$ cat config.mk
export PLATFORM = sky130hd
export DESIGN_NAME = sha256_stream_hasher
export DESIGN_NICKNAME = d
export VERILOG_FILES = /design/src/rtl/core/sha256_pkg.sv /design/src/rtl/core/sha256_stream_hasher.sv /design/src/rtl/core/sha256_round_core.sv
export VERILOG_INCLUDE_DIRS = /design/src /design/src/rtl/core
export SDC_FILE = /design/constraint.sdc
export NUM_CORES = 2
export LEC_CHECK = 0
export BUFFER_PORTS_ARGS = -buffer_cell sky130_fd_sc_hd__buf_2
export CELL_PAD_IN_SITES_DETAIL_PLACEMENT = 1
export CELL_PAD_IN_SITES_GLOBAL_PLACEMENT = 2
export CORE_MARGIN = 5
export CORE_UTILIZATION = 40
export DETAILED_ROUTE_END_ITERATION = 8
export PLACE_DENSITY = 0.77
export SETUP_SLACK_MARGIN = 0.4
export SYNTH_ARGS = -nofsm -noshare
export SYNTH_HDL_FRONTEND = slang
export SYNTH_SLANG_ARGS = --single-unit
$ cat constraint.sdc
create_clock -name clk -period 12.7 [get_ports clk]
set_input_delay 3.81 -clock clk [delete_from_list [all_inputs] [get_ports clk]]
set_output_delay 3.81 -clock clk [all_outputs]
set_load 0.02 [all_outputs]
$ cat src/rtl/core/sha256_stream_hasher_defines.svh
// ----------------------------------------------------------------------------
// sha256 stream hasher assertion macros
// concurrent check helpers shared by the hasher rtl, sampled on clk,
// muted while rst_n is low
// ----------------------------------------------------------------------------
`ifndef SHA256_STREAM_HASHER_DEFINES_SVH
`define SHA256_STREAM_HASHER_DEFINES_SVH

// same-cycle implication
`define SHA_ASSERT_SAME(label, ante, cons, msg) \
  label: assert property (@(posedge clk) disable iff (!rst_n) (ante) |-> (cons)) \
    else $error(msg);

// next-cycle implication
`define SHA_ASSERT_NEXT(label, ante, cons, msg) \
  label: assert property (@(posedge clk) disable iff (!rst_n) (ante) |=> (cons)) \
    else $error(msg);

`endif

$ cat src/rtl/core/sha256_pkg.sv
// ----------------------------------------------------------------------------
// sha256 package
// word types, initial hash, round constants and the sha-256 mixing functions
// ----------------------------------------------------------------------------
`default_nettype none

package sha256_pkg;

  typedef logic [31:0] word_t;
  // index 0 is word a / H0
  typedef logic [7:0][31:0] hash_t;

  typedef struct packed {
    logic load;  // copy the chaining value into the working words
    logic step;  // run one round
  } core_ctl_t;

  typedef enum logic [3:0] {
    S_IDLE   = 4'b0001,
    S_PAD    = 4'b0010,
    S_ROUND  = 4'b0100,
    S_FINISH = 4'b1000
  } state_t;

  localparam int RoundCount = 64;

  localparam hash_t InitHash = {
    32'h5be0cd19, 32'h1f83d9ab, 32'h9b05688c, 32'h510e527f,
    32'ha54ff53a, 32'h3c6ef372, 32'hbb67ae85, 32'h6a09e667
  };

  localparam logic [7:0] PadMark     = 8'h80;
  // length field starts at bit 448 of the block
  localparam logic [5:0] LenStartPos = 6'd56;
  localparam logic [5:0] PosLast     = 6'd63;

  function automatic word_t rotr(input word_t x, input int n);
    return (x >> n) | (x << (32 - n));
  endfunction

  function automatic word_t big_sigma0(input word_t x);
    return rotr(x, 2) ^ rotr(x, 13) ^ rotr(x, 22);
  endfunction

  function automatic word_t big_sigma1(input word_t x);
    return rotr(x, 6) ^ rotr(x, 11) ^ rotr(x, 25);
  endfunction

  function automatic word_t small_sigma0(input word_t x);
    return rotr(x, 7) ^ rotr(x, 18) ^ (x >> 3);
  endfunction

  function automatic word_t small_sigma1(input word_t x);
    return rotr(x, 17) ^ rotr(x, 19) ^ (x >> 10);
  endfunction

  function automatic word_t round_k(input logic [5:0] idx);
    word_t k;
    case (idx)
      6'd0:  k = 32'h428a2f98;
      6'd1:  k = 32'h71374491;
      6'd2:  k = 32'hb5c0fbcf;
      6'd3:  k = 32'he9b5dba5;
      6'd4:  k = 32'h3956c25b;
      6'd5:  k = 32'h59f111f1;
      6'd6:  k = 32'h923f82a4;
      6'd7:  k = 32'hab1c5ed5;
      6'd8:  k = 32'hd807aa98;
      6'd9:  k = 32'h12835b01;
      6'd10: k = 32'h243185be;
      6'd11: k = 32'h550c7dc3;
      6'd12: k = 32'h72be5d74;
      6'd13: k = 32'h80deb1fe;
      6'd14: k = 32'h9bdc06a7;
      6'd15: k = 32'hc19bf174;
      6'd16: k = 32'he49b69c1;
      6'd17: k = 32'hefbe4786;
      6'd18: k = 32'h0fc19dc6;
      6'd19: k = 32'h240ca1cc;
      6'd20: k = 32'h2de92c6f;
      6'd21: k = 32'h4a7484aa;
      6'd22: k = 32'h5cb0a9dc;
      6'd23: k = 32'h76f988da;
      6'd24: k = 32'h983e5152;
      6'd25: k = 32'ha831c66d;
      6'd26: k = 32'hb00327c8;
      6'd27: k = 32'hbf597fc7;
      6'd28: k = 32'hc6e00bf3;
      6'd29: k = 32'hd5a79147;
      6'd30: k = 32'h06ca6351;
      6'd31: k = 32'h14292967;
      6'd32: k = 32'h27b70a85;
      6'd33: k = 32'h2e1b2138;
      6'd34: k = 32'h4d2c6dfc;
      6'd35: k = 32'h53380d13;
      6'd36: k = 32'h650a7354;
      6'd37: k = 32'h766a0abb;
      6'd38: k = 32'h81c2c92e;
      6'd39: k = 32'h92722c85;
      6'd40: k = 32'ha2bfe8a1;
      6'd41: k = 32'ha81a664b;
      6'd42: k = 32'hc24b8b70;
      6'd43: k = 32'hc76c51a3;
      6'd44: k = 32'hd192e819;
      6'd45: k = 32'hd6990624;
      6'd46: k = 32'hf40e3585;
      6'd47: k = 32'h106aa070;
      6'd48: k = 32'h19a4c116;
      6'd49: k = 32'h1e376c08;
      6'd50: k = 32'h2748774c;
      6'd51: k = 32'h34b0bcb5;
      6'd52: k = 32'h391c0cb3;
      6'd53: k = 32'h4ed8aa4a;
      6'd54: k = 32'h5b9cca4f;
      6'd55: k = 32'h682e6ff3;
      6'd56: k = 32'h748f82ee;
      6'd57: k = 32'h78a5636f;
      6'd58: k = 32'h84c87814;
      6'd59: k = 32'h8cc70208;
      6'd60: k = 32'h90befffa;
      6'd61: k = 32'ha4506ceb;
      6'd62: k = 32'hbef9a3f7;
      6'd63: k = 32'hc67178f2;
      default: k = 32'h00000000;
    endcase
    return k;
  endfunction

endpackage

`default_nettype wire

$ cat src/rtl/core/sha256_stream_hasher.sv
// ----------------------------------------------------------------------------
// sha256 stream hasher
// byte-stream sha-256 with padding and an eight-word digest stream
// ----------------------------------------------------------------------------
//
//  channel | dir | payload                                  | marker
//  --------+-----+------------------------------------------+-------------------
//  in_     | in  | tdata[7:0] message byte                  | tlast = last byte
//  out_    | out | tdata[31:0] digest word, [34:32] index   | tlast = eighth word
//
//  message bytes are taken while the sequencer is idle; the 64th byte of a
//  block starts a compression (64 rounds on the shared round core plus the
//  chaining add), and no byte is taken until the chaining add is done
//  after the last byte the padder inserts one pad byte a cycle (up to 72)
//  with one or two more compressions, then hands the digest to the output
//  buffer, held off until the previous digest has fully drained
//  digest words leave from their own buffer, so the next message can be
//  taken while they drain; in_tready is low during padding and rounds
//  reset (rst_n, synchronous) restores the initial hash and an empty block
//
`default_nettype none

`include "sha256_stream_hasher_defines.svh"

module sha256_stream_hasher (
  input  logic        clk,
  input  logic        rst_n,
  // input channel
  input  logic        in_tvalid,
  output logic        in_tready,
  input  logic [7:0]  in_tdata,   // [7:0] data_byte
  input  logic        in_tlast,   // last_byte
  // result channel
  output logic        out_tvalid,
  input  logic        out_tready,
  output logic [39:0] out_tdata,  // [31:0] digest_word, [34:32] word_index, rest zero
  output logic        out_tlast   // last_word
);
  import sha256_pkg::*;

  // sequencer and message state
  state_t      state_r, state_nxt;
  hash_t       hash_r, hash_nxt;
  logic [63:0] bit_count_r, bit_count_nxt;
  logic [5:0]  pos_r, pos_nxt;
  logic [6:0]  rnd_r, rnd_nxt;
  logic        padding_r, padding_nxt;   // message done, padding in flight
  logic        mark_r, mark_nxt;         // 0x80 byte still to insert
  logic        len_ok_r, len_ok_nxt;     // current block carries the length
  logic        pad_last_r, pad_last_nxt; // this compression ends the message

  // block packing / message schedule window
  logic [23:0] acc_r, acc_nxt;
  word_t       win_r [16];
  word_t       win_nxt [16];

  // digest output buffer
  word_t       obuf_r [8];
  word_t       obuf_nxt [8];
  logic        out_valid_r, out_valid_nxt;
  logic [2:0]  out_cnt_r, out_cnt_nxt;

  // byte write port into the block
  logic        wr_en;
  logic [7:0]  wr_byte;
  logic [7:0]  pad_byte;
  logic [7:0]  len_byte;
  logic [5:0]  len_sel;
  word_t       sched_w;

  core_ctl_t   core_ctl;
  hash_t       core_work;

  sha256_round_core u_core (
    .clk     (clk),
    .ctl     (core_ctl),
    .hash_in (hash_r),
    .w_in    (win_r[0]),
    .k_in    (round_k(rnd_r[5:0])),
    .work_o  (core_work)
  );

  // length bytes go out msb first at positions 56..63
  assign len_sel  = {~pos_r[2:0], 3'b000};
  assign len_byte = bit_count_r[len_sel +: 8];
  assign pad_byte = mark_r ? PadMark :
                    (len_ok_r && (pos_r >= LenStartPos)) ? len_byte : 8'h00;

  // next schedule word w[t+16] from the sliding window
  assign sched_w = win_r[0] + small_sigma0(win_r[1]) + win_r[9] + small_sigma1(win_r[14]);

  always_comb begin
    state_nxt     = state_r;
    hash_nxt      = hash_r;
    bit_count_nxt = bit_count_r;
    pos_nxt       = pos_r;
    rnd_nxt       = rnd_r;
    padding_nxt   = padding_r;
    mark_nxt      = mark_r;
    len_ok_nxt    = len_ok_r;
    pad_last_nxt  = pad_last_r;
    acc_nxt       = acc_r;
    win_nxt       = win_r;
    obuf_nxt      = obuf_r;
    out_valid_nxt = out_valid_r;
    out_cnt_nxt   = out_cnt_r;
    wr_en         = 1'b0;
    wr_byte       = in_tdata;
    core_ctl      = '0;

    // digest drain, one word per transaction
    if (out_valid_r && out_tready) begin
      for (int i = 0; i < 7; i++) begin
        obuf_nxt[i] = obuf_r[i + 1];
      end
      out_cnt_nxt = out_cnt_r + 3'd1;
      if (out_cnt_r == 3'd7) begin
        out_valid_nxt = 1'b0;
      end
    end

    case (state_r)
      S_IDLE: begin
        if (in_tvalid) begin
          wr_en         = 1'b1;
          wr_byte       = in_tdata;
          bit_count_nxt = bit_count_r + 64'd8;
          if (in_tlast) begin
            padding_nxt = 1'b1;
            mark_nxt    = 1'b1;
          end
          if (pos_r == PosLast) begin
            state_nxt = S_ROUND;
          end else if (in_tlast) begin
            state_nxt = S_PAD;
          end
        end
      end
      S_PAD: begin
        wr_en    = 1'b1;
        wr_byte  = pad_byte;
        mark_nxt = 1'b0;
        // marker early enough: length fits in this block
        if (mark_r && (pos_r < LenStartPos)) begin
          len_ok_nxt = 1'b1;
        end
        if (pos_r == PosLast) begin
          if (len_ok_r) begin
            pad_last_nxt = 1'b1;
          end else begin
            len_ok_nxt = 1'b1;
          end
          state_nxt = S_ROUND;
        end
      end
      S_ROUND: begin
        if (rnd_r == 7'(RoundCount)) begin
          for (int i = 0; i < 8; i++) begin
            hash_nxt[i] = hash_r[i] + core_work[i];
          end
          rnd_nxt = '0;
          if (pad_last_r) begin
            state_nxt = S_FINISH;
          end else if (padding_r) begin
            state_nxt = S_PAD;
          end else begin
            state_nxt = S_IDLE;
          end
        end else begin
          core_ctl.step = 1'b1;
          for (int i = 0; i < 15; i++) begin
            win_nxt[i] = win_r[i + 1];
          end
          win_nxt[15] = sched_w;
          rnd_nxt     = rnd_r + 7'd1;
        end
      end
      S_FINISH: begin
        // wait for the previous digest to drain
        if (!out_valid_r) begin
          for (int i = 0; i < 8; i++) begin
            obuf_nxt[i] = hash_r[i];
          end
          out_valid_nxt = 1'b1;
          out_cnt_nxt   = '0;
          hash_nxt      = InitHash;
          bit_count_nxt = '0;
          padding_nxt   = 1'b0;
          len_ok_nxt    = 1'b0;
          pad_last_nxt  = 1'b0;
          state_nxt     = S_IDLE;
        end
      end
      default: begin
        state_nxt = S_IDLE;
      end
    endcase

    // byte packing: big-endian words shift into the window
    if (wr_en) begin
      pos_nxt = pos_r + 6'd1;
      acc_nxt = {acc_r[15:0], wr_byte};
      if (pos_r[1:0] == 2'b11) begin
        for (int i = 0; i < 15; i++) begin
          win_nxt[i] = win_r[i + 1];
        end
        win_nxt[15] = {acc_r, wr_byte};
      end
      if (pos_r == PosLast) begin
        core_ctl.load = 1'b1;
        rnd_nxt       = '0;
      end
    end
  end

  always_ff @(posedge clk) begin
    if (!rst_n) begin
      state_r     <= S_IDLE;
      hash_r      <= InitHash;
      bit_count_r <= '0;
      pos_r       <= '0;
      rnd_r       <= '0;
      padding_r   <= 1'b0;
      mark_r      <= 1'b0;
      len_ok_r    <= 1'b0;
      pad_last_r  <= 1'b0;
      out_valid_r <= 1'b0;
      out_cnt_r   <= '0;
    end else begin
      state_r     <= state_nxt;
      hash_r      <= hash_nxt;
      bit_count_r <= bit_count_nxt;
      pos_r       <= pos_nxt;
      rnd_r       <= rnd_nxt;
      padding_r   <= padding_nxt;
      mark_r      <= mark_nxt;
      len_ok_r    <= len_ok_nxt;
      pad_last_r  <= pad_last_nxt;
      out_valid_r <= out_valid_nxt;
      out_cnt_r   <= out_cnt_nxt;
    end
  end

  // payload storage, no reset
  always_ff @(posedge clk) begin
    acc_r  <= acc_nxt;
    win_r  <= win_nxt;
    obuf_r <= obuf_nxt;
  end

  assign in_tready  = (state_r == S_IDLE);
  assign out_tvalid = out_valid_r;
  assign out_tdata  = {5'b00000, out_cnt_r, obuf_r[0]};
  assign out_tlast  = (out_cnt_r == 3'd7);

  // checks

  // a last-byte transaction always starts padding
  `SHA_ASSERT_NEXT(a_last_starts_pad, in_tvalid && in_tready && in_tlast, padding_r, "last byte did not start padding")
  // padding always ends on a block boundary and hands off word zero
  `SHA_ASSERT_NEXT(a_finish_handoff, (state_r == S_FINISH) && !out_valid_r, out_tvalid && (out_cnt_r == 3'd0) && (pos_r == 6'd0) && (state_r == S_IDLE), "digest handoff out of step")
  // the sequencer leaves the round state after the chaining add
  `SHA_ASSERT_NEXT(a_round_exit, (state_r == S_ROUND) && (rnd_r == 7'(RoundCount)), (state_r != S_ROUND) && (rnd_r == 7'd0), "round counter overran")
  // the round counter never passes the chaining-add slot
  `SHA_ASSERT_SAME(a_round_bound, state_r == S_ROUND, rnd_r <= 7'(RoundCount), "round counter out of range")

endmodule

`default_nettype wire

$ cat src/rtl/core/sha256_round_core.sv
// ----------------------------------------------------------------------------
// sha256 round core
// working words a..h and the shared one-round compression datapath
// ----------------------------------------------------------------------------
`default_nettype none

module sha256_round_core (
  input  logic                  clk,
  input  sha256_pkg::core_ctl_t ctl,
  input  sha256_pkg::hash_t     hash_in,
  input  sha256_pkg::word_t     w_in,
  input  sha256_pkg::word_t     k_in,
  output sha256_pkg::hash_t     work_o
);
  import sha256_pkg::*;

  hash_t work_r;
  hash_t work_nxt;
  word_t t1;
  word_t t2;
  word_t chs;
  word_t mj;

  always_comb begin
    chs = (work_r[4] & work_r[5]) ^ (~work_r[4] & work_r[6]);
    mj  = (work_r[0] & work_r[1]) ^ (work_r[0] & work_r[2]) ^ (work_r[1] & work_r[2]);
    t1  = work_r[7] + big_sigma1(work_r[4]) + chs + k_in + w_in;
    t2  = big_sigma0(work_r[0]) + mj;
    work_nxt = work_r;
    if (ctl.load) begin
      work_nxt = hash_in;
    end else if (ctl.step) begin
      work_nxt[7] = work_r[6];
      work_nxt[6] = work_r[5];
      work_nxt[5] = work_r[4];
      work_nxt[4] = work_r[3] + t1;
      work_nxt[3] = work_r[2];
      work_nxt[2] = work_r[1];
      work_nxt[1] = work_r[0];
      work_nxt[0] = t1 + t2;
    end
  end

  always_ff @(posedge clk) begin
    work_r <= work_nxt;
  end

  assign work_o = work_r;

endmodule

`default_nettype wire

Word-level counts from Yosys, hierarchy flattened

Memories as Yosys holds them, arrays and structs flattened. A register that Yosys moved wholly into a read port is not among the register bits.
Cells that the tools add are included.

Add/sub/neg operators: 22
$lt $le $gt $ge: 2
Eq/ne operators: 15
Shift-type cells: 1
Multiplexer cells: 57
Bitwise logic cells: 29
Reductions and logical operators: 16

Operators with widths:

| cell                                          | count |
|---|---|
| two-way mux 512 bit                           | 4 |
| two-way mux 256 bit                           | 6 |
| adder 32 bit                                  | 18 |
| case mux 256 bit (2 select lines)             | 1 |
| bitwise XOR 32 bit                            | 9 |
| two-way mux 224 bit                           | 1 |
| AND 32 bit                                    | 5 |
| two-way mux 64 bit                            | 2 |
| case mux 64 bit (2 select lines)              | 1 |
| adder 64 x 4 -> 64 bit, second input constant | 1 |
| variable part select 64 x 7 -> 8 bit          | 1 |
| inverter 32 bit                               | 1 |
| OR 10 x 32 -> 32 bit                          | 1 |
| OR 13 x 32 -> 32 bit                          | 1 |
| OR 14 x 32 -> 32 bit                          | 1 |
| OR 15 x 32 -> 32 bit                          | 1 |
| OR 19 x 32 -> 32 bit                          | 1 |
| OR 21 x 32 -> 32 bit                          | 1 |
| OR 25 x 32 -> 32 bit                          | 1 |
| OR 26 x 32 -> 32 bit                          | 1 |
| OR 30 x 32 -> 32 bit                          | 1 |
| OR 7 x 32 -> 32 bit                           | 1 |
| bitwise XOR 32 x 22 -> 32 bit                 | 1 |
| bitwise XOR 32 x 29 -> 32 bit                 | 1 |
| 33 further kinds                              | 80 |

Register bits after elaboration: 1393
ROM bits: 2048
Input port bits: 13
Output and inout bits: 43
Memories kept: 1

Memory list:

| name            | depth | bits a word | read ports | clocked after memory_dff | wr ports | RTL line         | text |
|---|---|---|---|---|---|---|---|
| (no name shown) | 64    | 32          | 1          | 1                        | 0        | sha256_pkg.sv:59 | `case (idx)` |

Depth between registers and ports, before layout

Depth in word-level cells: 10
Depth in mapped cells: 36
Depth with buffers taken out: 35

Cells and area by module

Synthesis repeated with hierarchy kept, for this count alone.

Cell total of the unflattened synthesis: 9464
Area total of the unflattened synthesis: 80204.4 um2

By module, submodules not included:

| module               | instances | cells an instance | area an instance (um2) |
|---|---|---|---|
| sha256_stream_hasher | 1         | 7654              | 59717.3 |
| sha256_round_core    | 1         | 1810              | 20487.1 |

Least setup slack after synthesis

OpenSTA, ideal clock, no wires.

Path type: input-to-reg
From: input in_tvalid
To: register u_core.work_r (netlist bit u_core.work_o[0]), enable pin
Library setup time: 0.629 ns
Arrival: 11.275 ns
Required time: 12.071 ns
Setup slack: 0.796 ns
Stages on the path: 6
Cells stage by stage: nand3b_1 a211oi_2 nand2_1 clkbuf_1 clkbuf_1 nand2_1

Word-level cells in the longest chain between the ends: 4

Ends and longest elaborated chain:

| element                             | RTL line                    | text |
|---|---|---|
| start: declaration                  | sha256_stream_hasher.sv:29  | `input logic in_tvalid,` |
| two-way mux 1 bit                   | sha256_stream_hasher.sv:124 | `if (in_tvalid) begin` |
| case mux 1 bit (2 select lines)     | sha256_stream_hasher.sv:122 | `case (state_r)` |
| named net wr_en                     | sha256_stream_hasher.sv:64  | `logic wr_en;` |
| two-way mux 1 bit                   | sha256_stream_hasher.sv:200 | `if (wr_en) begin` |
| nonzero test 2 bit (no source line) | -                           |  |
| end signal: assignment              | sha256_round_core.sv:45     | `work_r <= work_nxt;` |
| end: declaration                    | sha256_round_core.sv:17     | `hash_t work_r;` |

The timed path passes the listed nets, and every way through them passes these cells.
A chain may end at the register's enable or synchronous reset.

==> reports/results.tsv <==
stage	metric	value	unit
cts	CTS Root Cell	clkbuf_16	
critical_path	Critical Path End Type	flop	
place	port buffer count	50	
layout	most frequent cells in the layout	nand2_1, dfxtp_1, nor2_1	
detailed_routing	Iteration-0 DRC Markers	4848	
place	post-DP HPWL	219000	um
cts	hold_buf cts	0	
critical_path	Worst Path Max Fanout	6	
yosys	warnings from Yosys	0	
floorplan	Core ar.	198000	sq um
timing	Hold Fails Final Rpt	0	
cts	H-tree levels	4	
layout	fill cell count	23500	
yosys	Main synth FF type	dfxtp_1	
timing	worst-margin pin slew	1.29	ns
detailed_routing	Avg WL per Cell	24.7	um
critical_path	crit path DAT	9.37	ns
place	pre-CTS WS	3.65	ns
layout	Layout area overhead	9.67	%
timing	fin worst setup slack	3.89	ns
timing	setup TNS	0	ns
critical_path	Max stage delay on crit path	0.86	ns
global_routing	GR Overflow Total	0	
global_routing	antenna violations before repair	10	
critical_path	CP max-delay cell	edfxtp_1	
critical_path	CP Data Required Time	13.25	ns
detailed_routing	detailed-route DRC error count	0	
cts	Worst-path clk slew	0.06	ns
critical_path	Crit Path Class	flop to flop	
yosys	post-synthesis register bit count	1422	
layout	commonest non-fill, non-tap cell in the layout	nand2_1	
cts	clk_lat worst skew	0.83	ns
critical_path	Worst R2R Setup Slack	3.89	ns
global_routing	first-pass GRT wire length	449000	um
detailed_routing	Initial DRT Pass Iterations	8	
floorplan	Horiz. Die Dim	456	um
yosys	Synth Cell Area	79700	sq um
detailed_routing	WL final	302000	um
timing	minimum clock period	8.81	ns
power_and_ir_drop	Pwr Total	11.0	mW
yosys	post-synthesis sequential area ratio	0.396	
power_and_ir_drop	P_leak	37.9	nW
timing	RSZ-0062 raised after global routing	false	
global_routing	vias in the first global route	68400	
yosys	distinct cell type count after synthesis	107	
cts	Clock Tree Buf Depth	3	
global_routing	layer with the highest usage	met2	
floorplan	I/O pin cnt	56	
global_routing	largest net degree at the start of global routing	203	
min_path	worst min-delay path class	flop to flop	
cts	cts bufs inserted	170	
timing	Slew Viols, Final	0	
yosys	Post-synth EDFFs	312	
global_routing	grt met3 use	0.0345	
floorplan	Initial Utilization	0.403	
global_routing	total global-route track usage	0.281	
cts	Post-CTS Setup Bufs	0	
timing	fmax	0.113	GHz
detailed_routing	ANT nets after route	0	
detailed_routing	DR vias	67700	
timing	final setup vio count	0	
yosys	Avg Cell Area, Syn	8.17	sq um
yosys	FFs w/ async S/R, synth	0	
floorplan	Core Rows	163	
timing	fin crit share	0.694	
critical_path	CP bufs+invs	3	
cts	post-CTS sizing	0	
timing	Worst slew margin	0.131	
detailed_routing	vias per cell	5.53	
timing	clk_skew	0.0457	ns
yosys	Post-Syn Instances	9753	
global_routing	met2 Usage GRT	0.458	
power_and_ir_drop	Cell Pwr Density	126	nW/um^2
place	gpl congestion	0.918	
layout	share of cells above drive strength 1	0.0519	
floorplan	Die H	456	um
run	max_cap viols	0	
cts	Clock Sink Count	1422	
power_and_ir_drop	IR drop worst, VDD	0.141	mV
floorplan	die area	208000	sq um
global_routing	met1 track demand over resource	0.391	
layout	NumNets Final	10100	
run_status	status	finished clean	
cts	CTS tree	done	
critical_path	delay-heaviest family, CP	compound AO/OA/AOI/OAI gates	
critical_path	startpoint types	flop	
[per-stage QoR]
stage	hold slack, ns	instance area, sq um	utilization	cells
floorplan	0.415	79700	-	9757
global placement	0.423	81700	0.413	11900
detailed placement	0.429	81700	0.413	11900
CTS	0.433	87400	0.442	12200
global route	0.449	87400	0.442	12200
finish	0.433	87400	0.442	12200
[power by group]
part           switching, mW  internal [mW]  total, mW  leakage (nW)
sequential             0.202           4.79       4.99          11.9
clock                   2.13           2.87       4.99          2.77
combinational          0.618          0.366      0.984          23.3
total                   2.95           8.03       11.0          37.9
[cell families after synthesis]
kind of cell               count (synthesis)  share of synthesized area
AOI/OAI and AO/OA                       1948                      0.150
xor gates and xnor gates                 623                     0.0685
adders and majority gates                613                      0.114
buffers and inverters                   1055                     0.0520
DFF                                     1422                      0.396
muxes                                     69                     0.0108
other                                      1                  0.0000471
and+or+nand+nor                         4022                      0.209
[layout make-up]
cell class              count  area [sq um]  area share
well taps                2640          3300      0.0378
repair buffers            142          1050      0.0120
multi-input cells        7280         44100       0.505
clock inverters            73           835     0.00955
diodes                      2          5.00   0.0000573
clock buffers             243          4830      0.0553
inverters                 442          1660      0.0190
flip-flops and latches   1422         31600       0.361
[final timing paths]
check	start	endpoint	cells past startpoint
min	win_r[374]	win_r[374]	2
max reg2reg	u_core.work_o[133]	u_core.work_o[30]	31
min reg2reg	win_r[374]	win_r[374]	2
max	u_core.work_o[133]	u_core.work_o[30]	31
[state kept, by name, summed over array words and instances (netlist names), 3 cells and up]
register,cells
win_r,512
hash_r,256
u_core.work_o,256
obuf_r,224
bit_count_r,61
out_tdata,32
u_core.k_in,32
acc_r,24
rnd_r,7
pos_r,6
state_r,4
out_cnt_r,3
[per-layer routing]
layer,share of wire,up-vias
met1,0.47,33700
met4,0.031,2
li1,-,32100
met3,0.044,370
met2,0.46,1477
met5,0.000043,-
[cells in the mapped netlist, drive strengths merged, types with 15 or more instances]
cell    number  share of area
a21boi      31         0.0031
inv        440          0.021
dfxtp     1110           0.28
edfxtp     312           0.12
ha         396          0.062
a211o       15         0.0016
fa         195          0.049
o21a        46         0.0043
a31oi      263          0.021
xor2       265          0.029
nand3      157          0.010
buf         80         0.0060
xnor2      358          0.039
nor3       143         0.0094
o21bai      52         0.0049
nand2b      51         0.0040
o31ai       43         0.0041
nor4        21         0.0016
or3         45         0.0036
o311ai      23         0.0025
a21oi      457          0.029
a211oi      33         0.0032
nand2     2682           0.13
and3        47         0.0038
nand4       43         0.0036
a311oi      19         0.0021
mux2i       52         0.0065
maj3        22         0.0028
o211ai      31         0.0029
nor2       654          0.031
a221oi      20         0.0023
o21ai      589          0.037
clkbuf     532          0.025
o22ai       32         0.0025
a21o       194          0.018
and2        69         0.0054
nor2b       52         0.0041
[worst reg2reg max path: cells and delay by family (launching register included)]
family | cells | cell delay (ns)
muxes | 1 | 0.67
buffers and inverters | 3 | 0.23
AOI/OAI and AO/OA | 12 | 2.99
DFF | 1 | 0.86
xor gates and xnor gates | 2 | 0.51
adders and majority gates | 6 | 2.66
and+or+nand+nor | 7 | 0.64
No activity file was read; power rests on OpenSTA's default activity.
